`src/hdl/edtrs_pkg.sv`:
```
// shared types, widths and constants of the per-source rate shaper
package edtrs_pkg;

  // default table depth
  localparam int unsigned TABLE_ENTRIES_DEF = 16;

  // field widths
  localparam int unsigned SRC_W      = 32;
  localparam int unsigned RATE_W     = 40;
  localparam int unsigned TS_W       = 64;
  localparam int unsigned LEN_W      = 16;
  localparam int unsigned PORT_W     = 16;
  localparam int unsigned PROTO_W    = 8;
  localparam int unsigned TOS_W      = 8;
  localparam int unsigned DSCP_W     = 6;
  localparam int unsigned CFG_IDX_W  = 8;
  localparam int unsigned CFG_DATA_W = 16;

  // length times nanoseconds per second
  localparam int unsigned NS_W = 30;
  localparam logic [NS_W-1:0] NS_PER_SEC = 30'd1_000_000_000;
  localparam int unsigned PROD_W = LEN_W + NS_W;

  // protocol constants
  localparam logic [PROTO_W-1:0] PROTO_UDP        = 8'd17;
  localparam logic [PORT_W-1:0]  TUNNEL_PORT_RST  = 16'd6081;
  localparam int unsigned        DSCP_SHIFT       = 2;

  typedef enum logic {
    REQ_PACKET  = 1'b0,
    REQ_INSTALL = 1'b1
  } req_e;

  typedef enum logic {
    VERDICT_PASS = 1'b0,
    VERDICT_DROP = 1'b1
  } verdict_e;

  typedef enum logic [2:0] {
    STAT_NOT_SHAPED = 3'd0,
    STAT_NO_ENTRY   = 3'd1,
    STAT_SHAPED     = 3'd2,
    STAT_INSTALLED  = 3'd3,
    STAT_TABLE_FULL = 3'd4
  } status_e;

  typedef enum logic [CFG_IDX_W-1:0] {
    CFG_TUNNEL_PORT = 8'd0,
    CFG_DSCP_HIGH   = 8'd1,
    CFG_DSCP_MEDIUM = 8'd2,
    CFG_DSCP_LOW    = 8'd3
  } cfg_reg_e;

  typedef enum logic [3:0] {
    S_IDLE,
    S_CLASSIFY,
    S_SCAN,
    S_INSTALL,
    S_MUL,
    S_DIV,
    S_CALC,
    S_DECIDE,
    S_FINISH
  } state_e;

  // one source table row
  typedef struct packed {
    logic [SRC_W-1:0]  source;
    logic [RATE_W-1:0] rate;
    logic [TS_W-1:0]   horizon;
    logic [TS_W-1:0]   last;
  } entry_t;

  // divider status toward the sequencer
  typedef struct packed {
    logic busy;
    logic done;
  } div_stat_t;

endpackage

```
`src/hdl/edtrs_divider.sv`:
```
// radix-2 restoring divider, one quotient bit per cycle
module edtrs_divider import edtrs_pkg::*; #(
  parameter int unsigned N_W = PROD_W,
  parameter int unsigned D_W = RATE_W
) (
  input  logic           clk_i,
  input  logic           rst_ni,
  input  logic           start_i,
  input  logic [N_W-1:0] dividend_i,
  input  logic [D_W-1:0] divisor_i,
  output logic [N_W-1:0] quotient_o,
  output div_stat_t      stat_o
);

  localparam int unsigned CNT_W = $clog2(N_W + 1);

  logic             busy_q, busy_d;
  logic             done_q, done_d;
  logic [CNT_W-1:0] cnt_q, cnt_d;
  logic [D_W-1:0]   rem_q, rem_d;
  logic [N_W-1:0]   quo_q, quo_d;
  logic [D_W-1:0]   dvs_q, dvs_d;

  logic [D_W:0]     shifted;
  logic [D_W:0]     trial;
  logic             ge;

  // one shift and trial subtract
  assign shifted = {rem_q, quo_q[N_W-1]};
  assign ge      = shifted >= {1'b0, dvs_q};
  assign trial   = shifted - {1'b0, dvs_q};

  always_comb begin
    busy_d = busy_q;
    done_d = 1'b0;
    cnt_d  = cnt_q;
    rem_d  = rem_q;
    quo_d  = quo_q;
    dvs_d  = dvs_q;
    if (start_i) begin
      busy_d = 1'b1;
      cnt_d  = CNT_W'(N_W);
      rem_d  = '0;
      quo_d  = dividend_i;
      dvs_d  = divisor_i;
    end else if (busy_q) begin
      rem_d = ge ? trial[D_W-1:0] : shifted[D_W-1:0];
      quo_d = {quo_q[N_W-2:0], ge};
      cnt_d = cnt_q - 1'b1;
      if (cnt_q == CNT_W'(1)) begin
        busy_d = 1'b0;
        done_d = 1'b1;
      end
    end
  end

  // control state
  always_ff @(posedge clk_i or negedge rst_ni) begin
    if (!rst_ni) begin
      busy_q <= 1'b0;
      done_q <= 1'b0;
      cnt_q  <= '0;
    end else begin
      busy_q <= busy_d;
      done_q <= done_d;
      cnt_q  <= cnt_d;
    end
  end

  // operand registers
  always_ff @(posedge clk_i) begin
    rem_q <= rem_d;
    quo_q <= quo_d;
    dvs_q <= dvs_d;
  end

  assign quotient_o  = quo_q;
  assign stat_o.busy = busy_q;
  assign stat_o.done = done_q;

endmodule

```
`src/hdl/edt_per_source_rate_shaper.sv`:
```
// top level of the earliest-departure-time per-source rate shaper
//
// Request beats enter on in_valid_i/in_ready_o: a packet descriptor
// (req_type 0) or an install of a source table entry (req_type 1). Each
// request gives exactly one result beat on out_valid_o/out_ready_i.
// Configuration writes come on cfg_valid_i/cfg_ready_o and are always taken.
// One request is worked on at a time; in_ready_o is high only when idle.
// A packet passes through a classify state, a table scan of one entry
// per cycle, a multiply state, the radix-2 divider (one quotient bit per
// cycle for the 46-bit dividend), the add/compare states and a finish
// state that loads the output register. Zero-rate entries skip the divider.
// An install passes through the scan, an install state and the finish
// state; a frame that is not shaped goes from classify to finish.
// The result sits in an output register; a new request is taken while it
// waits, and a finished result holds in the sequencer until the slot frees.
// Reset empties the table (fill count zero) and restores register defaults.
module edt_per_source_rate_shaper import edtrs_pkg::*; #(
  parameter int unsigned TABLE_ENTRIES = TABLE_ENTRIES_DEF
) (
  input  logic                  clk_i,
  input  logic                  rst_ni,
  // configuration writes
  input  logic                  cfg_valid_i,
  output logic                  cfg_ready_o,
  input  logic [CFG_IDX_W-1:0]  cfg_index_i,
  input  logic [CFG_DATA_W-1:0] cfg_data_i,
  // request channel
  input  logic                  in_valid_i,
  output logic                  in_ready_o,
  input  logic                  req_type_i,
  input  logic [SRC_W-1:0]      src_addr_i,
  input  logic                  frame_long_enough_i,
  input  logic [PROTO_W-1:0]    ip_protocol_i,
  input  logic [PORT_W-1:0]     udp_dst_port_i,
  input  logic [TOS_W-1:0]      ip_tos_i,
  input  logic [LEN_W-1:0]      wire_length_i,
  input  logic [TS_W-1:0]       pkt_timestamp_i,
  input  logic [TS_W-1:0]       now_ns_i,
  input  logic [RATE_W-1:0]     entry_bandwidth_i,
  input  logic [TS_W-1:0]       entry_horizon_i,
  // result channel
  output logic                  out_valid_o,
  input  logic                  out_ready_i,
  output logic                  verdict_o,
  output logic [TS_W-1:0]       new_timestamp_o,
  output logic                  timestamp_changed_o,
  output logic [2:0]            status_o
);

  localparam int unsigned IDX_W = (TABLE_ENTRIES > 1) ? $clog2(TABLE_ENTRIES) : 1;
  localparam int unsigned CNT_W = $clog2(TABLE_ENTRIES + 1);

  state_e state_q, state_d;

  // configuration registers
  logic [PORT_W-1:0] tunnel_port_q;
  logic [DSCP_W-1:0] dscp_high_q, dscp_medium_q, dscp_low_q;

  // captured request
  req_e              req_q;
  logic [SRC_W-1:0]  src_q;
  logic              long_q;
  logic [PROTO_W-1:0] proto_q;
  logic [PORT_W-1:0] dport_q;
  logic [TOS_W-1:0]  tos_q;
  logic [LEN_W-1:0]  wlen_q;
  logic [TS_W-1:0]   ts_q, now_q;
  logic [RATE_W-1:0] bw_q;
  logic [TS_W-1:0]   hor_q;

  // table
  entry_t            mem [TABLE_ENTRIES];
  entry_t            rd_q;
  logic [IDX_W-1:0]  rd_addr;
  logic              wr_en;
  logic [IDX_W-1:0]  wr_addr;
  entry_t            wr_data;
  logic [CNT_W-1:0]  fill_q, fill_d;

  // scan state
  logic [CNT_W-1:0]  scan_q, scan_d;
  logic              pend_q, pend_d;
  logic [IDX_W-1:0]  pidx_q, pidx_d;
  logic              found_q, found_d;
  logic [IDX_W-1:0]  hit_idx_q, hit_idx_d;
  entry_t            ent_q, ent_d;
  logic              hit, miss, shaped;
  logic [DSCP_W-1:0] dscp;

  // arithmetic
  logic [PROD_W-1:0] prod;
  logic [PROD_W-1:0] quotient;
  div_stat_t         div_stat;
  logic              div_start;
  logic [TS_W-1:0]   delay_q, delay_d;
  logic [TS_W-1:0]   t_q, t_d;
  logic [TS_W-1:0]   t_next_q, t_next_d;
  logic [TS_W-1:0]   ahead;
  logic              no_wait, beyond;

  // pending result
  verdict_e          res_verdict_q, res_verdict_d;
  logic [TS_W-1:0]   res_ts_q, res_ts_d;
  logic              res_chg_q, res_chg_d;
  status_e           res_status_q, res_status_d;

  // output register
  logic              out_valid_q, out_valid_d;
  logic              out_load;
  verdict_e          out_verdict_q;
  logic [TS_W-1:0]   out_ts_q;
  logic              out_chg_q;
  status_e           out_status_q;

  logic              in_fire;

  assign in_ready_o  = (state_q == S_IDLE);
  assign in_fire     = in_valid_i && in_ready_o;
  assign cfg_ready_o = 1'b1;

  // configuration register writes
  always_ff @(posedge clk_i or negedge rst_ni) begin
    if (!rst_ni) begin
      tunnel_port_q <= TUNNEL_PORT_RST;
      dscp_high_q   <= '0;
      dscp_medium_q <= '0;
      dscp_low_q    <= '0;
    end else if (cfg_valid_i) begin
      unique case (cfg_reg_e'(cfg_index_i))
        CFG_TUNNEL_PORT: tunnel_port_q <= cfg_data_i;
        CFG_DSCP_HIGH:   dscp_high_q   <= cfg_data_i[DSCP_W-1:0];
        CFG_DSCP_MEDIUM: dscp_medium_q <= cfg_data_i[DSCP_W-1:0];
        CFG_DSCP_LOW:    dscp_low_q    <= cfg_data_i[DSCP_W-1:0];
        default: ;
      endcase
    end
  end

  // request capture
  always_ff @(posedge clk_i) begin
    if (in_fire) begin
      req_q   <= req_e'(req_type_i);
      src_q   <= src_addr_i;
      long_q  <= frame_long_enough_i;
      proto_q <= ip_protocol_i;
      dport_q <= udp_dst_port_i;
      tos_q   <= ip_tos_i;
      wlen_q  <= wire_length_i;
      ts_q    <= pkt_timestamp_i;
      now_q   <= now_ns_i;
      bw_q    <= entry_bandwidth_i;
      hor_q   <= entry_horizon_i;
    end
  end

  // shaping filter
  assign dscp   = tos_q[TOS_W-1:DSCP_SHIFT];
  assign shaped = long_q && (proto_q == PROTO_UDP) && (dport_q == tunnel_port_q) &&
                  ((dscp == dscp_high_q) || (dscp == dscp_medium_q) ||
                   (dscp == dscp_low_q));

  // scan compare on the previous cycle's read
  assign hit  = pend_q && (rd_q.source == src_q);
  assign miss = !hit && (scan_q == fill_q);

  // delay dividend and shared divider
  assign prod = PROD_W'(wlen_q) * PROD_W'(NS_PER_SEC);

  edtrs_divider #(
    .N_W (PROD_W),
    .D_W (RATE_W)
  ) u_div (
    .clk_i      (clk_i),
    .rst_ni     (rst_ni),
    .start_i    (div_start),
    .dividend_i (prod),
    .divisor_i  (ent_q.rate),
    .quotient_o (quotient),
    .stat_o     (div_stat)
  );

  // departure decision
  assign no_wait = t_next_q <= t_q;
  assign ahead   = t_next_q - now_q;
  assign beyond  = ahead >= ent_q.horizon;

  // table memory
  always_ff @(posedge clk_i) begin
    if (wr_en) begin
      mem[wr_addr] <= wr_data;
    end
    rd_q <= mem[rd_addr];
  end

  assign rd_addr = scan_q[IDX_W-1:0];

  // next state
  always_comb begin
    state_d = state_q;
    unique case (state_q)
      S_IDLE: begin
        if (in_valid_i) state_d = S_CLASSIFY;
      end
      S_CLASSIFY: begin
        if (req_q == REQ_INSTALL || shaped) state_d = S_SCAN;
        else state_d = S_FINISH;
      end
      S_SCAN: begin
        if (hit) begin
          state_d = (req_q == REQ_INSTALL) ? S_INSTALL : S_MUL;
        end else if (miss) begin
          state_d = (req_q == REQ_INSTALL) ? S_INSTALL : S_FINISH;
        end
      end
      S_INSTALL: state_d = S_FINISH;
      S_MUL: begin
        state_d = (ent_q.rate == '0) ? S_CALC : S_DIV;
      end
      S_DIV: begin
        if (div_stat.done) state_d = S_CALC;
      end
      S_CALC:   state_d = S_DECIDE;
      S_DECIDE: state_d = S_FINISH;
      S_FINISH: begin
        if (!out_valid_q || out_ready_i) state_d = S_IDLE;
      end
      default: state_d = S_IDLE;
    endcase
  end

  // datapath and outputs per state
  always_comb begin
    fill_d        = fill_q;
    scan_d        = scan_q;
    pend_d        = pend_q;
    pidx_d        = pidx_q;
    found_d       = found_q;
    hit_idx_d     = hit_idx_q;
    ent_d         = ent_q;
    delay_d       = delay_q;
    t_d           = t_q;
    t_next_d      = t_next_q;
    res_verdict_d = res_verdict_q;
    res_ts_d      = res_ts_q;
    res_chg_d     = res_chg_q;
    res_status_d  = res_status_q;
    wr_en         = 1'b0;
    wr_addr       = hit_idx_q;
    wr_data       = ent_q;
    div_start     = 1'b0;
    out_load      = 1'b0;
    unique case (state_q)
      S_IDLE: begin
        scan_d  = '0;
        pend_d  = 1'b0;
        found_d = 1'b0;
      end
      S_CLASSIFY: begin
        res_verdict_d = VERDICT_PASS;
        res_ts_d      = ts_q;
        res_chg_d     = 1'b0;
        res_status_d  = STAT_NOT_SHAPED;
      end
      S_SCAN: begin
        if (hit) begin
          found_d   = 1'b1;
          hit_idx_d = pidx_q;
          ent_d     = rd_q;
        end else if (miss) begin
          res_status_d = STAT_NO_ENTRY;
        end else begin
          pend_d = 1'b1;
          pidx_d = scan_q[IDX_W-1:0];
          scan_d = scan_q + 1'b1;
        end
      end
      S_INSTALL: begin
        wr_data.source  = src_q;
        wr_data.rate    = bw_q;
        wr_data.horizon = hor_q;
        wr_data.last    = '0;
        res_verdict_d   = VERDICT_PASS;
        res_ts_d        = '0;
        res_chg_d       = 1'b0;
        res_status_d    = STAT_INSTALLED;
        if (found_q) begin
          wr_en = 1'b1;
        end else if (fill_q != CNT_W'(TABLE_ENTRIES)) begin
          wr_en   = 1'b1;
          wr_addr = fill_q[IDX_W-1:0];
          fill_d  = fill_q + 1'b1;
        end else begin
          res_status_d = STAT_TABLE_FULL;
        end
      end
      S_MUL: begin
        delay_d = '0;
        if (ent_q.rate != '0) div_start = 1'b1;
      end
      S_DIV: begin
        if (div_stat.done) delay_d = TS_W'(quotient);
      end
      S_CALC: begin
        t_d      = (ts_q < now_q) ? now_q : ts_q;
        t_next_d = ent_q.last + delay_q;
      end
      S_DECIDE: begin
        res_status_d  = STAT_SHAPED;
        res_verdict_d = VERDICT_PASS;
        res_ts_d      = ts_q;
        res_chg_d     = 1'b0;
        if (no_wait) begin
          wr_en        = 1'b1;
          wr_data.last = t_q;
        end else if (beyond) begin
          res_verdict_d = VERDICT_DROP;
        end else begin
          wr_en        = 1'b1;
          wr_data.last = t_next_q;
          res_ts_d     = t_next_q;
          res_chg_d    = 1'b1;
        end
      end
      S_FINISH: begin
        out_load = !out_valid_q || out_ready_i;
      end
      default: ;
    endcase
  end

  // result slot handshake
  always_comb begin
    out_valid_d = out_valid_q;
    if (out_load) out_valid_d = 1'b1;
    else if (out_ready_i) out_valid_d = 1'b0;
  end

  // control state
  always_ff @(posedge clk_i or negedge rst_ni) begin
    if (!rst_ni) begin
      state_q     <= S_IDLE;
      fill_q      <= '0;
      scan_q      <= '0;
      pend_q      <= 1'b0;
      found_q     <= 1'b0;
      out_valid_q <= 1'b0;
    end else begin
      state_q     <= state_d;
      fill_q      <= fill_d;
      scan_q      <= scan_d;
      pend_q      <= pend_d;
      found_q     <= found_d;
      out_valid_q <= out_valid_d;
    end
  end

  // working registers
  always_ff @(posedge clk_i) begin
    pidx_q        <= pidx_d;
    hit_idx_q     <= hit_idx_d;
    ent_q         <= ent_d;
    delay_q       <= delay_d;
    t_q           <= t_d;
    t_next_q      <= t_next_d;
    res_verdict_q <= res_verdict_d;
    res_ts_q      <= res_ts_d;
    res_chg_q     <= res_chg_d;
    res_status_q  <= res_status_d;
  end

  // output register load
  always_ff @(posedge clk_i) begin
    if (out_load) begin
      out_verdict_q <= res_verdict_q;
      out_ts_q      <= res_ts_q;
      out_chg_q     <= res_chg_q;
      out_status_q  <= res_status_q;
    end
  end

  assign out_valid_o         = out_valid_q;
  assign verdict_o           = out_verdict_q;
  assign new_timestamp_o     = out_ts_q;
  assign timestamp_changed_o = out_chg_q;
  assign status_o            = out_status_q;

endmodule
```
`config.mk`:
```
export PLATFORM = sky130hd
export DESIGN_NAME = edt_per_source_rate_shaper
export DESIGN_NICKNAME = d
export VERILOG_FILES = /design/src/hdl/edtrs_pkg.sv /design/src/hdl/edtrs_divider.sv /design/src/hdl/edt_per_source_rate_shaper.sv
export SDC_FILE = /design/constraint.sdc
export NUM_CORES = 2
export LEC_CHECK = 0
export BUFFER_PORTS_ARGS = -buffer_cell sky130_fd_sc_hd__buf_2
export CAP_MARGIN = 20
export CORE_ASPECT_RATIO = 1.25
export CORE_MARGIN = 4
export CORE_UTILIZATION = 60
export CTS_BUF_LIST = sky130_fd_sc_hd__clkbuf_4 sky130_fd_sc_hd__clkbuf_8 sky130_fd_sc_hd__clkbuf_16
export CTS_CLUSTER_DIAMETER = 120
export CTS_CLUSTER_SIZE = 28
export DETAILED_ROUTE_END_ITERATION = 10
export HOLD_SLACK_MARGIN = 0.06
export PLACE_DENSITY = 0.78
export SYNTH_ARGS = -nofsm -noshare
export SYNTH_HDL_FRONTEND = slang
export SYNTH_HIERARCHICAL = 1
export SYNTH_SLANG_ARGS = --single-unit
```
`constraint.sdc`:
```
create_clock -name clk_i -period 83.1 [get_ports clk_i]
set_clock_uncertainty 0.15 [all_clocks]
set_input_delay 12.465 -clock clk_i [delete_from_list [all_inputs] [get_ports clk_i]]
set_output_delay 12.465 -clock clk_i [all_outputs]
set_load 0.1 [all_outputs]
```
* Yosys cells after proc, flatten, opt, wreduce, memory -nomap -nowiden
Memory sizes are Yosys's and may differ from the RTL's. A register that Yosys moved wholly into a read port is not among the register bits. Cells that the tools add are included.
Operators by class: add/sub/neg operators 6, multiply operators 1, div/mod/pow operators 0, magnitude comparators 4, equality and inequality tests 28, shift operators 0, mux-type cells 64, bitwise operators 3, reductions and logical operators 37
Operator list (number):
- 64-bit 2-to-1 mux | 6
- 64-bit one-hot mux with 2 select lines | 2
- 64-bit one-hot mux with 3 select lines | 1
- 136-bit 2-to-1 mux | 1
- 46-bit 2-to-1 mux | 2
- 64-bit adder | 1
- 64-bit >= comparator | 1
- 64-bit less-or-equal comparator | 1
- 64-bit less-than comparator | 1
- 64-bit subtractor | 1
- 41-bit by 40-bit >= comparator with 1-bit output | 1
- 40-bit zero test | 1
- 4-bit 2-to-1 mux | 10
- 40-bit 2-to-1 mux | 1
- 40-bit nonzero test | 1
- 40-bit subtractor | 1
- 16-bit by 21-bit multiplier with 37-bit output (second input constant) | 1
- 32-bit equality test | 1
- 4-bit one-hot mux with 8 select lines | 1
- 1-bit 2-to-1 mux | 23
- 6-bit equality test | 3
- 16-bit equality test | 1
- 4-bit by 3-bit equality test with 1-bit output (second input constant) | 4
- 8-bit by 2-bit equality test with 1-bit output (second input constant) | 2
- other kinds (33) | 75
Word-level totals: flip-flop bits (word level) 1037, bits in latches 0, memory bits (writable) 3200, ROM bits 0, bits of input ports 343, output and inout bits 72, logic and storage cells 189, memories kept 1
Memories:
- mem | words 16, width 200, rd ports 1, clocked after memory_dff 1, write ports 1, RTL line edt_per_source_rate_shaper.sv:72 | entry_t mem [TABLE_ENTRIES];

* Depth between registers and ports, before layout
depth in word-level cells 7, mapped depth 27, depth with buffers taken out 25

* Modules after synthesis
The synthesis kept the hierarchy.
Modules (own cells, without submodules):
- edt_per_source_rate_shaper | instances 1, cells an instance 10250, area each 176307.8 um2, seq. area each 126364.9 um2
- edtrs_divider | instances 1, cells an instance 771, area each 7873.8 um2, seq. area each 3583.4 um2

* Worst setup path before layout
No wires, ideal clock.
path kind reg-to-reg, start point register t_next_q[0], end point memory mem[5][0] (netlist bit) (enable), library setup time 1322 ps, data arrival time 24899 ps, required time 81628 ps, setup slack 56729 ps, stages on the path, launching flop included 27, path buffers 1, path through edfxtp_1 inv_1 ha_1 inv_1 fa_1 a211oi_1 o21ai_1 a31oi_1 o21ai_1 and3_1 nor2_1 o211ai_1 a221o_1 a21oi_1 xnor2_1 ha_1 a21o_1 a21oi_1 nor2b_1 o211ai_1 a21oi_1 a2111oi_4 o31ai_4 a21oi_1 nor3_2 buf_2 nor4b_1
On the way: longest elaborated chain between the ends 7, elaborated cells between the ends (all ways) 8, classes of those cells add/sub: 1; order compare: 2; mux: 5
Ends and longest elaborated chain:
- start, declared | RTL line edt_per_source_rate_shaper.sv:97 | logic [TS_W-1:0] t_next_q, t_next_d;
- start signal, assigned | RTL line edt_per_source_rate_shaper.sv:364 | t_next_q <= t_next_d;
- 64-bit subtractor | RTL line edt_per_source_rate_shaper.sv:184 | assign ahead = t_next_q - now_q;
- 64-bit >= comparator | RTL line edt_per_source_rate_shaper.sv:185 | assign beyond = ahead >= ent_q.horizon;
- 1-bit 2-to-1 mux | RTL line edt_per_source_rate_shaper.sv:315 | end else if (beyond) begin
- 1-bit 2-to-1 mux * | RTL line edt_per_source_rate_shaper.sv:312 | if (no_wait) begin
- 1-bit one-hot mux with 2 select lines * | RTL line edt_per_source_rate_shaper.sv:252 | unique case (state_q)
- 1-bit 2-to-1 mux * | RTL line edt_per_source_rate_shaper.sv:189 | if (wr_en) begin
- 1-bit 2-to-1 mux (implied by the code) * | RTL line edt_per_source_rate_shaper.sv:190 | mem[wr_addr] <= wr_data;
- end, declared | RTL line edt_per_source_rate_shaper.sv:72
Mark *: on every way between the ends. The rest lies on a longest branch, timed or not.

* Worst setup path after layout
start point register state_q[1], end point output in_ready_o
On the way: longest elaborated chain between the ends 1
Ends and longest elaborated chain:
- start, declared | RTL line edt_per_source_rate_shaper.sv:53 | state_e state_q, state_d;
- start signal, assigned | RTL line edt_per_source_rate_shaper.sv:348 | state_q <= state_d;
- 4-bit zero test | RTL line edt_per_source_rate_shaper.sv:117 | assign in_ready_o = (state_q == S_IDLE);
- end, declared | RTL line edt_per_source_rate_shaper.sv:29 | output logic in_ready_o,
No other way between the ends.

==> results.sh <==
export IMPL_multi_input_area_mm2=0.05045
export IMPL_final_cell_mix="4118 x edfxtp_1, 661 x nand2_1, 625 x mux2i_1, 555 x o21ai_0, 492 x ha_1"
export IMPL_worst_slew_margin_rel_pct=21.76
export IMPL_firstDrtPassIters=10
export IMPL_cts_resized=0
export IMPL_num_io_pins=415
export IMPL_fin_crit_ps=15770
export IMPL_antenna_found_initial=25
export IMPL_cp_end_kind="output pin"
export IMPL_fin_util_pct=64.35
export IMPL_netlist_area_mm2=0.1842
export IMPL_r2r_end="mem[3][110]$_DFFE_PP_"
export IMPL_hold_end="ent_q[53]$_DFFE_PP_"
export IMPL_maxSlewViolCount=0
export IMPL_ant_nets=0
export IMPL_cts_buffers=186
export IMPL_clock_sinks=4417
export IMPL_hold_viol=0
export IMPL_rsz0062_at_grt="no"
export IMPL_gp_congestion=0.9616
export IMPL_cp_max_fo=16
export IMPL_hold_ws_ps=207.6
export IMPL_preCtsSetupSlack_ps=66850
export IMPL_use_met1_pct=39.79
export IMPL_grt_max_degree=153
export IMPL_arrival_ps=3150
export IMPL_die_area_mm2=0.3159
export IMPL_status="completed"
export IMPL_place_inst=15138
export IMPL_cp_start_kind="flop"
export IMPL_critPathKind="reg -> out"
export IMPL_top_usage_layer="met2"
export IMPL_finalCritPeriodShare_pct=18.98
export IMPL_worst_pin_slew_ps=1174
export IMPL_hpwl_mm=275.5
export IMPL_ir_worst_vdd_mv=0.1105
export IMPL_die_x_um=503.5
export IMPL_grt_use_met2_pct=47.17
export IMPL_wl_mm=463.6
export IMPL_drive_above_1_share_pct=15.75
export IMPL_synth_avg_cell_area_um2=16.71
export IMPL_grt_pass1_vias=101457
export IMPL_post_cts_setup_buffer_count=0
export IMPL_setup_viol=0
export IMPL_drc=0
export IMPL_drt_initial_drc_count=13382
export IMPL_final_area_mm2=0.1967
export IMPL_synth_cells=11020
export IMPL_fmax_ghz=0.06342
export IMPL_reg2regPathDepth=28
export IMPL_leakagePower_nw=67.04
export IMPL_yosysWarningCount=6
export IMPL_area_growth_pct=6.783
export IMPL_start_util_pct=60.26
export IMPL_cp_required_ps=70480
export IMPL_clk_insertion_delay_late_ps=940
export IMPL_via_per_inst=6.569
export IMPL_drv_cap=0
export IMPL_wl_per_cell_um=29.98
export IMPL_grt_pass1_wl_mm=674.1
export IMPL_fill_cells=20666
export IMPL_final_common_cell="edfxtp_1"
export IMPL_place_area_mm2=0.1909
export IMPL_regArea_mm2=0.1300
export IMPL_numPortBuffers=411
export IMPL_r2r_slack_ps=72620
export IMPL_layout_setup_ws_ps=67330
export IMPL_rows=227
export IMPL_globalRouteMet3Util_pct=4.448
export IMPL_cts_root_buf="clkbuf_16"
export IMPL_h_tree_depth=4
export IMPL_dieHeight_um=627.4
export IMPL_hold_buffers=0
export IMPL_cts_tree="built"
export IMPL_p_per_area_mw_per_mm2=31.83
export IMPL_report_power_total_mw=6.259
export IMPL_grtUsageTotal_pct=29.06
export IMPL_worstHoldPathCells=0
export IMPL_fin_cells=15464
export IMPL_nets=12291
export IMPL_hold_path_class="reg -> reg"
export IMPL_num_vias=101576
export IMPL_cts_buffer_depth=4
export IMPL_grt_overflow=0
export IMPL_rr_startpoint="now_q[0]$_DFFE_PP_"
export IMPL_worstHoldStart="rd_q[53]$_DFF_P_"
export IMPL_core_mm2=0.3056
export IMPL_path_clk_slew_ps=110
export IMPL_final_setup_tns_ps=0
## cell type report
cell class                      instances  share of cell area (%)
Tap cell                             4007                   2.549
Multi-Input combinational cell       5632                   25.65
Clock buffer                          302                   2.836
Sequential cell                      4417                   66.08
Timing Repair Buffer                  598                   1.854
Clock inverter                          9                 0.08271
Antenna cell                           13                 0.01654
Inverter                              486                  0.9276
## state kept, by name, summed over array words and instances (netlist names), 32 cells and up
register / cells
delay_q: 46
src_q: 32
now_q: 64
ts_q: 64
mem: 3200
u_div/quotient_o: 46
t_next_q: 64
new_timestamp_o: 64
rd_q: 200
u_div/dvs_q: 40
bw_q: 40
hor_q: 64
u_div/rem_q: 40
res_ts_q: 64
ent_q: 200
t_q: 64
## critical path, cell delays in order, from the launching register on
cell     delay (ps)
dfrtp_1         620
nor2_1          590
nand2_1         290
inv_1           160
buf_2           570
## metal layers
metal | routed length (um) | share of wire, %
met3 | 44660 | 9.6
met1 | 173700 | 37
met2 | 222600 | 48
met4 | 22520 | 4.9
met5 | 100 | 0.022
## where the power goes
part	internal [mW]	leakage, nW	switching, mW
registers	2.58	40.0	0.0757
clock network	0.471	2.92	0.650
logic	1.05	24.1	1.43
total	4.10	67.0	2.16
## how the worst max path moves through the flow
stage / startpoint / end / slack (ps) / cells after the start
after detailed placement: in_valid_i / dport_q[11]$_DFFE_PP_ / 66850 / 5
after global placement: in_valid_i / dport_q[10]$_DFFE_PP_ / 67020 / 5
after global routing: state_q[1]$_DFFE_PN0P_ / in_ready_o / 67230 / 4
final: state_q[1]$_DFFE_PN0P_ / in_ready_o / 67330 / 4
after CTS: state_q[1]$_DFFE_PN0P_ / in_ready_o / 67360 / 4
after floorplan: t_next_q[0]$_DFFE_PP_ / mem[5][0]$_DFFE_PP_ / 56730 / 26
(Power assumes the default switching activity.)
